$ cat src/sv/pstd_pkg.sv
package pstd_pkg;

    localparam logic [1:0] KIND_DATA  = 2'd0;
    localparam logic [1:0] KIND_END   = 2'd1;
    localparam logic [1:0] KIND_NOSTR = 2'd2;
    localparam logic [1:0] KIND_LONG  = 2'd3;

    localparam int unsigned QUEUE_DEPTH = 4;
    localparam int unsigned QUEUE_AW    = $clog2(QUEUE_DEPTH);

    typedef struct packed {
        logic [7:0]  out_byte;
        logic [1:0]  kind;
        logic [15:0] string_length;
    } t_result;

    typedef struct packed {
        logic    two;
        t_result r0;
        t_result r1;
    } t_entry;

endpackage

$ cat src/sv/pstd_front.sv
module pstd_front
    import pstd_pkg::*;
(
    input  logic        i_clk,
    input  logic        i_rst_n,
    input  logic        i_valid,
    input  logic [7:0]  i_char_in,
    input  logic [15:0] i_max_source_length,
    input  logic        i_full,
    output logic        o_stall,
    output logic        o_push,
    output t_entry      o_entry
);

    localparam logic [1:0] MODE_IDLE = 2'd0;
    localparam logic [1:0] MODE_LIT  = 2'd1;
    localparam logic [1:0] MODE_HEX  = 2'd2;

    localparam logic [7:0] DEPTH_LIMIT = 8'd255;

    localparam logic [7:0] CH_LPAR = 8'h28;
    localparam logic [7:0] CH_RPAR = 8'h29;
    localparam logic [7:0] CH_LT   = 8'h3C;
    localparam logic [7:0] CH_GT   = 8'h3E;
    localparam logic [7:0] CH_BSL  = 8'h5C;
    localparam logic [7:0] CH_ZERO = 8'h30;
    localparam logic [7:0] CH_B    = 8'h62;
    localparam logic [7:0] CH_F    = 8'h66;
    localparam logic [7:0] CH_N    = 8'h6E;
    localparam logic [7:0] CH_R    = 8'h72;
    localparam logic [7:0] CH_T    = 8'h74;

    function automatic logic [4:0] hex_val(input logic [7:0] c);
        logic [7:0] d;
        d = 8'h00;
        if (c inside {[8'h30:8'h39]}) begin
            d = c - 8'h30;
            return {1'b1, d[3:0]};
        end else if (c inside {[8'h41:8'h46]}) begin
            d = c - 8'h37;
            return {1'b1, d[3:0]};
        end else if (c inside {[8'h61:8'h66]}) begin
            d = c - 8'h57;
            return {1'b1, d[3:0]};
        end
        return 5'd0;
    endfunction

    logic [1:0]  r_mode, n_mode;
    logic [7:0]  r_nest, n_nest;
    logic        r_esc, n_esc;
    logic [1:0]  r_od, n_od;
    logic [7:0]  r_ov, n_ov;
    logic        r_hp, n_hp;
    logic [3:0]  r_hn, n_hn;
    logic [15:0] r_sc, n_sc;
    logic [15:0] r_dc, n_dc;

    logic        w_accept;
    logic        w_dig;
    logic [7:0]  w_d;
    logic [7:0]  w_ov_acc;
    logic [4:0]  w_hex;
    logic [16:0] w_cnt_src;
    logic        w_closing;
    t_result     w_res [2];
    logic [1:0]  w_n;

    assign w_accept  = i_valid && !i_full;
    assign o_stall   = i_full;
    assign w_dig     = (i_char_in inside {[8'h30:8'h39]});
    assign w_d       = i_char_in - CH_ZERO;
    assign w_ov_acc  = {r_ov[4:0], 3'b000} + w_d;
    assign w_hex     = hex_val(i_char_in);
    assign w_cnt_src = {1'b0, r_sc} + 17'd1;

    always_comb begin
        logic done;
        done      = 1'b0;
        w_closing = 1'b0;
        n_mode = r_mode;
        n_nest = r_nest;
        n_esc  = r_esc;
        n_od   = r_od;
        n_ov   = r_ov;
        n_hp   = r_hp;
        n_hn   = r_hn;
        n_sc   = r_sc;
        n_dc   = r_dc;
        w_n    = 2'd0;
        w_res[0] = '0;
        w_res[1] = '0;
        if (w_accept) begin
            if (r_mode == MODE_LIT || r_mode == MODE_HEX) begin
                if (r_mode == MODE_LIT) begin
                    w_closing = (i_char_in == CH_RPAR) && (r_nest == 8'd0)
                             && (!r_esc || r_od != 2'd0);
                end else begin
                    w_closing = (i_char_in == CH_GT);
                end
                if (!w_closing) begin
                    if (w_cnt_src >= {1'b0, i_max_source_length}) begin
                        w_res[w_n[0]] = '{out_byte: 8'd0, kind: KIND_LONG,
                                          string_length: 16'd0};
                        w_n = w_n + 2'd1;
                        done = 1'b1;
                        n_mode = MODE_IDLE; n_nest = '0; n_esc = 1'b0; n_od = '0;
                        n_ov = '0; n_hp = 1'b0; n_hn = '0; n_sc = '0; n_dc = '0;
                    end else begin
                        n_sc = w_cnt_src[15:0];
                    end
                end
                if (!done && r_mode == MODE_LIT) begin
                    // pending octal escape
                    if (r_od != 2'd0) begin
                        if (w_dig) begin
                            if (r_od == 2'd2) begin
                                w_res[w_n[0]] = '{out_byte: w_ov_acc, kind: KIND_DATA,
                                                  string_length: 16'd0};
                                w_n  = w_n + 2'd1;
                                n_dc = n_dc + 16'd1;
                                n_od = 2'd0;
                                n_ov = 8'd0;
                            end else begin
                                n_od = r_od + 2'd1;
                                n_ov = w_ov_acc;
                            end
                            done = 1'b1;
                        end else begin
                            w_res[w_n[0]] = '{out_byte: r_ov, kind: KIND_DATA,
                                              string_length: 16'd0};
                            w_n  = w_n + 2'd1;
                            n_dc = n_dc + 16'd1;
                            n_od = 2'd0;
                            n_ov = 8'd0;
                        end
                    end
                    if (!done) begin
                        if (r_esc) begin
                            n_esc = 1'b0;
                            if (w_dig) begin
                                n_od = 2'd1;
                                n_ov = w_d;
                            end else begin
                                case (i_char_in)
                                    CH_B, CH_F, CH_N, CH_R, CH_T,
                                    CH_LPAR, CH_RPAR, CH_BSL: begin
                                        w_res[w_n[0]].kind          = KIND_DATA;
                                        w_res[w_n[0]].string_length = 16'd0;
                                        case (i_char_in)
                                            CH_B:    w_res[w_n[0]].out_byte = 8'h08;
                                            CH_F:    w_res[w_n[0]].out_byte = 8'h0C;
                                            CH_N:    w_res[w_n[0]].out_byte = 8'h0A;
                                            CH_R:    w_res[w_n[0]].out_byte = 8'h0D;
                                            CH_T:    w_res[w_n[0]].out_byte = 8'h09;
                                            default: w_res[w_n[0]].out_byte = i_char_in;
                                        endcase
                                        w_n  = w_n + 2'd1;
                                        n_dc = n_dc + 16'd1;
                                    end
                                    default: begin
                                    end
                                endcase
                            end
                        end else if (i_char_in == CH_BSL) begin
                            n_esc = 1'b1;
                        end else if (i_char_in == CH_LPAR && r_nest >= DEPTH_LIMIT) begin
                            w_res[w_n[0]] = '{out_byte: 8'd0, kind: KIND_LONG,
                                              string_length: 16'd0};
                            w_n = w_n + 2'd1;
                            n_mode = MODE_IDLE; n_nest = '0; n_esc = 1'b0; n_od = '0;
                            n_ov = '0; n_hp = 1'b0; n_hn = '0; n_sc = '0; n_dc = '0;
                        end else if (i_char_in == CH_RPAR && r_nest == 8'd0) begin
                            w_res[w_n[0]] = '{out_byte: 8'd0, kind: KIND_END,
                                              string_length: n_dc};
                            w_n = w_n + 2'd1;
                            n_mode = MODE_IDLE; n_nest = '0; n_esc = 1'b0; n_od = '0;
                            n_ov = '0; n_hp = 1'b0; n_hn = '0; n_sc = '0; n_dc = '0;
                        end else begin
                            if (i_char_in == CH_LPAR) begin
                                n_nest = r_nest + 8'd1;
                            end else if (i_char_in == CH_RPAR) begin
                                n_nest = r_nest - 8'd1;
                            end
                            w_res[w_n[0]] = '{out_byte: i_char_in, kind: KIND_DATA,
                                              string_length: 16'd0};
                            w_n  = w_n + 2'd1;
                            n_dc = n_dc + 16'd1;
                        end
                    end
                end else if (!done) begin
                    // hex string
                    if (w_closing) begin
                        if (r_hp) begin
                            w_res[w_n[0]] = '{out_byte: {r_hn, 4'h0}, kind: KIND_DATA,
                                              string_length: 16'd0};
                            w_n  = w_n + 2'd1;
                            n_dc = n_dc + 16'd1;
                        end
                        w_res[w_n[0]] = '{out_byte: 8'd0, kind: KIND_END,
                                          string_length: n_dc};
                        w_n = w_n + 2'd1;
                        n_mode = MODE_IDLE; n_nest = '0; n_esc = 1'b0; n_od = '0;
                        n_ov = '0; n_hp = 1'b0; n_hn = '0; n_sc = '0; n_dc = '0;
                    end else if (w_hex[4]) begin
                        if (!r_hp) begin
                            n_hn = w_hex[3:0];
                            n_hp = 1'b1;
                        end else begin
                            w_res[w_n[0]] = '{out_byte: {r_hn, w_hex[3:0]}, kind: KIND_DATA,
                                              string_length: 16'd0};
                            w_n  = w_n + 2'd1;
                            n_dc = n_dc + 16'd1;
                            n_hp = 1'b0;
                            n_hn = 4'h0;
                        end
                    end
                end
            end else begin
                n_mode = MODE_IDLE; n_nest = '0; n_esc = 1'b0; n_od = '0;
                n_ov = '0; n_hp = 1'b0; n_hn = '0; n_sc = '0; n_dc = '0;
                if (i_char_in == CH_LPAR) begin
                    n_mode = MODE_LIT;
                end else if (i_char_in == CH_LT) begin
                    n_mode = MODE_HEX;
                end else begin
                    w_res[w_n[0]] = '{out_byte: 8'd0, kind: KIND_NOSTR,
                                      string_length: 16'd0};
                    w_n = w_n + 2'd1;
                end
            end
        end
    end

    assign o_push        = w_accept && (w_n != 2'd0);
    assign o_entry.two   = (w_n == 2'd2);
    assign o_entry.r0    = w_res[0];
    assign o_entry.r1    = w_res[1];

    always_ff @(posedge i_clk) begin
        if (!i_rst_n) begin
            r_mode <= MODE_IDLE;
            r_nest <= '0;
            r_esc  <= 1'b0;
            r_od   <= '0;
            r_ov   <= '0;
            r_hp   <= 1'b0;
            r_hn   <= '0;
            r_sc   <= '0;
            r_dc   <= '0;
        end else begin
            r_mode <= n_mode;
            r_nest <= n_nest;
            r_esc  <= n_esc;
            r_od   <= n_od;
            r_ov   <= n_ov;
            r_hp   <= n_hp;
            r_hn   <= n_hn;
            r_sc   <= n_sc;
            r_dc   <= n_dc;
        end
    end

endmodule

$ cat src/sv/pstd_queue.sv
module pstd_queue
    import pstd_pkg::*;
(
    input  logic   i_clk,
    input  logic   i_rst_n,
    input  logic   i_push,
    input  t_entry i_entry,
    input  logic   i_pop,
    output logic   o_full,
    output logic   o_nempty,
    output t_entry o_head
);

    t_entry                r_mem [QUEUE_DEPTH];
    logic [QUEUE_AW-1:0]   r_wr, n_wr;
    logic [QUEUE_AW-1:0]   r_rd, n_rd;
    logic [QUEUE_AW:0]     r_count, n_count;

    assign o_full   = (r_count == (QUEUE_AW+1)'(QUEUE_DEPTH));
    assign o_nempty = (r_count != '0);
    assign o_head   = r_mem[r_rd];

    always_comb begin
        n_wr    = r_wr;
        n_rd    = r_rd;
        n_count = r_count;
        if (i_push) begin
            n_wr = r_wr + QUEUE_AW'(1);
        end
        if (i_pop) begin
            n_rd = r_rd + QUEUE_AW'(1);
        end
        if (i_push && !i_pop) begin
            n_count = r_count + (QUEUE_AW+1)'(1);
        end else if (!i_push && i_pop) begin
            n_count = r_count - (QUEUE_AW+1)'(1);
        end
    end

    always_ff @(posedge i_clk) begin
        if (i_push) begin
            r_mem[r_wr] <= i_entry;
        end
    end

    always_ff @(posedge i_clk) begin
        if (!i_rst_n) begin
            r_wr    <= '0;
            r_rd    <= '0;
            r_count <= '0;
        end else begin
            r_wr    <= n_wr;
            r_rd    <= n_rd;
            r_count <= n_count;
        end
    end

endmodule

$ cat src/sv/pstd_back.sv
module pstd_back
    import pstd_pkg::*;
(
    input  logic        i_clk,
    input  logic        i_rst_n,
    input  logic        i_nempty,
    input  t_entry      i_head,
    output logic        o_pop,
    input  logic        i_stall,
    output logic        o_valid,
    output logic [7:0]  o_out_byte,
    output logic [1:0]  o_kind,
    output logic [15:0] o_string_length,
    output logic        o_last
);

    logic    r_valid;
    logic    r_sec;
    t_entry  r_ent;
    logic    w_take;
    logic    w_fin;
    t_result w_res;

    assign w_take = r_valid && !i_stall;
    assign w_fin  = w_take && (!r_ent.two || r_sec);
    assign o_pop  = (!r_valid || w_fin) && i_nempty;

    assign w_res           = r_sec ? r_ent.r1 : r_ent.r0;
    assign o_valid         = r_valid;
    assign o_out_byte      = w_res.out_byte;
    assign o_kind          = w_res.kind;
    assign o_string_length = w_res.string_length;
    assign o_last          = !r_ent.two || r_sec;

    always_ff @(posedge i_clk) begin
        if (o_pop) begin
            r_ent <= i_head;
        end
    end

    always_ff @(posedge i_clk) begin
        if (!i_rst_n) begin
            r_valid <= 1'b0;
            r_sec   <= 1'b0;
        end else if (o_pop) begin
            r_valid <= 1'b1;
            r_sec   <= 1'b0;
        end else if (w_fin) begin
            r_valid <= 1'b0;
            r_sec   <= 1'b0;
        end else if (w_take) begin
            r_sec   <= 1'b1;
        end
    end

endmodule

$ cat src/sv/pdf_string_token_decoder.sv
// PDF string token decoder. Takes one source character per request on i_char_in and
// returns decoded results: data bytes, string end with the decoded length, not a
// string start, or too long. A character is accepted every cycle while o_stall is
// low; a character that yields two results (an octal byte closed by a non-digit, a
// padded hex nibble before the end) is queued as one entry and presented as two
// results in turn on the output side. A four-entry result queue sits between the
// decoder and the output register, and o_stall rises only when it is full.
// max_source_length is at byte address 0 of the APB port and should be written only
// while no token is open.
module pdf_string_token_decoder
    import pstd_pkg::*;
(
    input  logic        i_clk,
    input  logic        i_rst_n,
    input  logic        i_valid,
    output logic        o_stall,
    input  logic [7:0]  i_char_in,
    output logic        o_valid,
    input  logic        i_stall,
    output logic [7:0]  o_out_byte,
    output logic [1:0]  o_kind,
    output logic [15:0] o_string_length,
    output logic        o_last,
    input  logic        psel,
    input  logic        penable,
    input  logic        pwrite,
    input  logic [2:0]  paddr,
    input  logic [31:0] pwdata,
    output logic [31:0] prdata,
    output logic        pready
);

    logic [15:0] r_max_source_length;
    logic        w_full;
    logic        w_nempty;
    logic        w_push;
    logic        w_pop;
    t_entry      w_entry;
    t_entry      w_head;

    assign pready = 1'b1;
    assign prdata = (paddr[2] == 1'b0) ? {16'd0, r_max_source_length} : 32'd0;

    always_ff @(posedge i_clk) begin
        if (!i_rst_n) begin
            r_max_source_length <= 16'hFFFF;
        end else if (psel && penable && pwrite && pready && paddr[2] == 1'b0) begin
            r_max_source_length <= pwdata[15:0];
        end
    end

    pstd_front u_front (
        .i_clk               (i_clk),
        .i_rst_n             (i_rst_n),
        .i_valid             (i_valid),
        .i_char_in           (i_char_in),
        .i_max_source_length (r_max_source_length),
        .i_full              (w_full),
        .o_stall             (o_stall),
        .o_push              (w_push),
        .o_entry             (w_entry)
    );

    pstd_queue u_queue (
        .i_clk    (i_clk),
        .i_rst_n  (i_rst_n),
        .i_push   (w_push),
        .i_entry  (w_entry),
        .i_pop    (w_pop),
        .o_full   (w_full),
        .o_nempty (w_nempty),
        .o_head   (w_head)
    );

    pstd_back u_back (
        .i_clk           (i_clk),
        .i_rst_n         (i_rst_n),
        .i_nempty        (w_nempty),
        .i_head          (w_head),
        .o_pop           (w_pop),
        .i_stall         (i_stall),
        .o_valid         (o_valid),
        .o_out_byte      (o_out_byte),
        .o_kind          (o_kind),
        .o_string_length (o_string_length),
        .o_last          (o_last)
    );

endmodule

$ cat config.mk
export PLATFORM = sky130hd
export DESIGN_NAME = pdf_string_token_decoder
export DESIGN_NICKNAME = d
export VERILOG_FILES = /design/src/sv/pstd_pkg.sv /design/src/sv/pstd_front.sv /design/src/sv/pstd_queue.sv /design/src/sv/pstd_back.sv /design/src/sv/pdf_string_token_decoder.sv
export SDC_FILE = /design/constraint.sdc
export NUM_CORES = 1
export LEC_CHECK = 0
export ABC_AREA = 0
export BUFFER_PORTS_ARGS = -buffer_cell sky130_fd_sc_hd__buf_4
export CAP_MARGIN = 25
export CORE_ASPECT_RATIO = 2
export CORE_MARGIN = 8
export CORE_UTILIZATION = 29
export DETAILED_ROUTE_END_ITERATION = 10
export SLEW_MARGIN = 25
export SYNTH_ARGS = -nofsm -noshare
export SYNTH_HDL_FRONTEND = slang
export SYNTH_HIERARCHICAL = 1
export SYNTH_SLANG_ARGS = --single-unit
$ cat constraint.sdc
create_clock -name i_clk -period 7.14 [get_ports i_clk]
set_input_delay 1.071 -clock i_clk [delete_from_list [all_inputs] [get_ports i_clk]]
set_output_delay 1.071 -clock i_clk [all_outputs]
set_load 0.02 [all_outputs]
==> flow_metrics.env <==
export IMPL_power_density_mw_per_mm2=269
export IMPL_synth_edf_count=265
export IMPL_stdcell_count=2466
export IMPL_postRouteAntennaNets=0
export IMPL_avgSynthCellArea_sq_um=11.6
export IMPL_power_switching_mw=1.57
export IMPL_vias_per_cell=5.40
export IMPL_synth_seq_cells=350
export IMPL_drv_slew=0
export IMPL_tritoncts_num_buffers=31
export IMPL_p_leak_nw=7.01
export IMPL_drt_pass1_iter_count=7
export IMPL_dp_hpwl_um=38300
export IMPL_yosysTopAreaCellShare_pct=42.6
export IMPL_yosysMostFrequentCell="edfxtp_1"
export IMPL_grt_pass1_wl_um=83100
export IMPL_yosysTopAreaCell="edfxtp_1"
export IMPL_p_int_mw=4.02
export IMPL_cts_resized=0
export IMPL_drive_gt1_share_pct=17.6
export IMPL_placed_cell_area_sq_mm=0.0198
export IMPL_rsz0062_at_grt="false"
export IMPL_status="completed"
export IMPL_antenna_diode_count=0
export IMPL_crit_required_ns=7.62
export IMPL_drc=0
export IMPL_wirelength_um=54700
export IMPL_synth_seq_area_share_pct=51.7
export IMPL_final_design_area_no_fill_sq_mm=0.0208
export IMPL_cts_tree="built"
export IMPL_post_cts_setup_buffers=0
export IMPL_clk_pin_slew_ns=0.08
export IMPL_ys_flop_type="edfxtp_1"
export IMPL_via_count=13300
export IMPL_num_rows=131
export IMPL_arrival_ns=6.95
export IMPL_hold_violations=0
export IMPL_synth_cells=1613
export IMPL_clk_latency_ns=0.62
export IMPL_yosysWarnings=6
export IMPL_syn_cell_area_sq_mm=0.0187
export IMPL_min_period_over_period_pct=90.6
export IMPL_async_flop_share_pct=0
export IMPL_finalSetupTns_ns=0
export IMPL_placement_io_buffers=76
export IMPL_min_period_ns=6.47
export IMPL_htree_levels=1
export IMPL_syn2layout_area_growth_pct=11.5
export IMPL_gr_total_overflow=0
export IMPL_path_class="reg2reg"
export IMPL_drt_iter0_drc=856
export IMPL_hold_start="u_front/r_hn[3]$_SDFFE_PN0P_"
export IMPL_crit_start="u_front/r_sc[2]$_SDFFE_PN0P_"
export IMPL_worstSetupStartpointType="register"
export IMPL_clock_path_buffers=3
export IMPL_fmax_mhz=155
export IMPL_initial_utilization_pct=29.3
export IMPL_fin_nets=1739
export IMPL_dp_cells=2407
export IMPL_cts_hold_fix_buffers=0
export IMPL_pin_count=112
export IMPL_sequentialPowerShare_pct=47.9
export IMPL_chipHeight_um=375
export IMPL_grt_pass1_vias=13800
export IMPL_synth_top_cells_by_count="edfxtp_1, nor2_1, nand2_1, a21oi_1, dfxtp_1"
export IMPL_antenna_found_initial=0
export IMPL_comb_power_share_pct=21.8
export IMPL_numClockSinks=350
export IMPL_drv_cap=0
export IMPL_dieArea_sq_mm=0.0732
export IMPL_wl_per_cell_um=22.2
export IMPL_clock_skew_ns=0.0169
export IMPL_tightest_slew_ns=0.978
export IMPL_power_share_clock_pct=30.3
export IMPL_ys_top_cells_by_area="edfxtp_1, dfxtp_1, mux4_2, ha_1, a21oi_1"
export IMPL_grt_max_degree=69
export IMPL_fin_util_pct=32.6
export IMPL_swShare_pct=28.1
export IMPL_clockRootBuffer="clkbuf_16"
export IMPL_max_slew_margin_pct=34.7
export IMPL_grt_usage_pct=14.7
export IMPL_ir_drop_uv=176
export IMPL_chipWidth_um=195
export IMPL_ys_types=99
export IMPL_setup_violations=0
export IMPL_r2r_start="u_front/r_sc[2]$_SDFFE_PN0P_"
export IMPL_core_area_sq_mm=0.0638
export IMPL_endpoint_kind="register"
export IMPL_cp_max_fo=19
export IMPL_place_congestion=0.949
export IMPL_hold_path_class="reg2reg"
[registers in the layout, indices dropped and copies added, names as in the netlist, named ones only]
register / count
r_max_source_length: 16
u_back/o_valid: 1
u_back/r_ent: 53
u_back/r_sec: 1
u_front/r_dc: 16
u_front/r_esc: 1
u_front/r_hn: 4
u_front/r_hp: 1
u_front/r_mode: 2
u_front/r_nest: 8
u_front/r_od: 2
u_front/r_ov: 8
u_front/r_sc: 16
u_queue/r_count: 3
u_queue/r_mem: 212
u_queue/r_rd: 2
u_queue/r_wr: 2
[cell families (layout without fill, tap and decap cells)]
| family | count (synthesis) | after routing | share of synthesized area (%) |
|---|---|---|---|
| other cells | 2 | 17 | 0.0402 |
| simple gates | 533 | 533 | 15.1 |
| xor+xnor | 67 | 67 | 3.18 |
| flops | 350 | 350 | 51.7 |
| buf+inv | 165 | 205 | 4.79 |
| mux | 100 | 100 | 9.57 |
| fa+ha+maj | 46 | 46 | 3.16 |
| compound gates | 350 | 350 | 12.4 |
[routing by layer]
layer,global-route usage (%),wire length [um],vias to the layer above
li1,-,-,6079
met1,14.3,18500,6503
met2,27.6,29100,542
met3,2.48,3050,192
met4,10.3,4080,0
met5,0,0,-
[final timing paths]
check,to,slack [ns],depth (start not counted)
worst min-delay path,u_front/r_hn[3]$_SDFFE_PN0P_,0.48,2
worst max-delay path,u_front/r_dc[12]$_SDFFE_PN0P_,0.67,24
worst max register to register,u_front/r_dc[12]$_SDFFE_PN0P_,0.67,24
worst min register to register,u_front/r_hn[3]$_SDFFE_PN0P_,0.48,2
[power groups by stage]
stage	registers [mW]	clock network, mW	logic (mW)
floorplan	2.69	0	0.909
global placement	2.71	0	1.24
detailed placement	2.73	0	1.26
CTS	2.68	1.75	1.26
global route	2.71	1.81	1.33
finish	2.68	1.70	1.22
[per-stage QoR]
| stage | power, mW | hold WS, ns | worst slack, ns |
|---|---|---|---|
| 6_report | 5.59 | 0.478 | 0.672 |
| 5_1_grt | 5.85 | 0.485 | 0.181 |
| 4_1_cts | 5.69 | 0.471 | 0.629 |
| 3_5_place_dp | 3.99 | 0.458 | 0.641 |
| 3_3_place_gp | 3.95 | 0.440 | 0.717 |
| 2_1_floorplan | 3.60 | 0.425 | 1.16 |
[worst max-delay path, stage by stage, from the launching register on]
cell and delay (ns):
dfxtp_1 0.42, and3_1 0.23, nand3_1 0.18, nor2_1 0.27, and3_1 0.28, nand3_1 0.24, nor2_1 0.20, xor2_1 0.10
ha_1 0.30, nand3_1 0.12, o311ai_2 0.88, nand2_8 0.28, nand2_1 0.26, inv_1 0.10, ha_1 0.35, nand2_1 0.06
o21ai_0 0.22, ha_1 0.27, inv_1 0.07, or3_1 0.40, nor3_2 0.40, nand4b_1 0.18, xor2_1 0.16, a221oi_1 0.27
nor3_1 0.09
[cells in the final DEF, fill, tap and decap left out, drive strengths merged, types with 44 or more instances in the layout]
master and count:
inv 48, mux4 53, edfxtp 265, buf 104
a21oi 111, ha 44, o21ai 71, nor2 146
nor2b 52, dfxtp 85, nand2 123
[final cells by class]
cell class	count	area, sq um
fillers	6294	42900
well taps	798	998
multi-input cells	1113	8190
flip-flops and latches	350	9670
repair buffers	104	781
inverters	43	166
clock buffers	36	795
clock inverters	22	211
(Power assumes the default switching activity.)
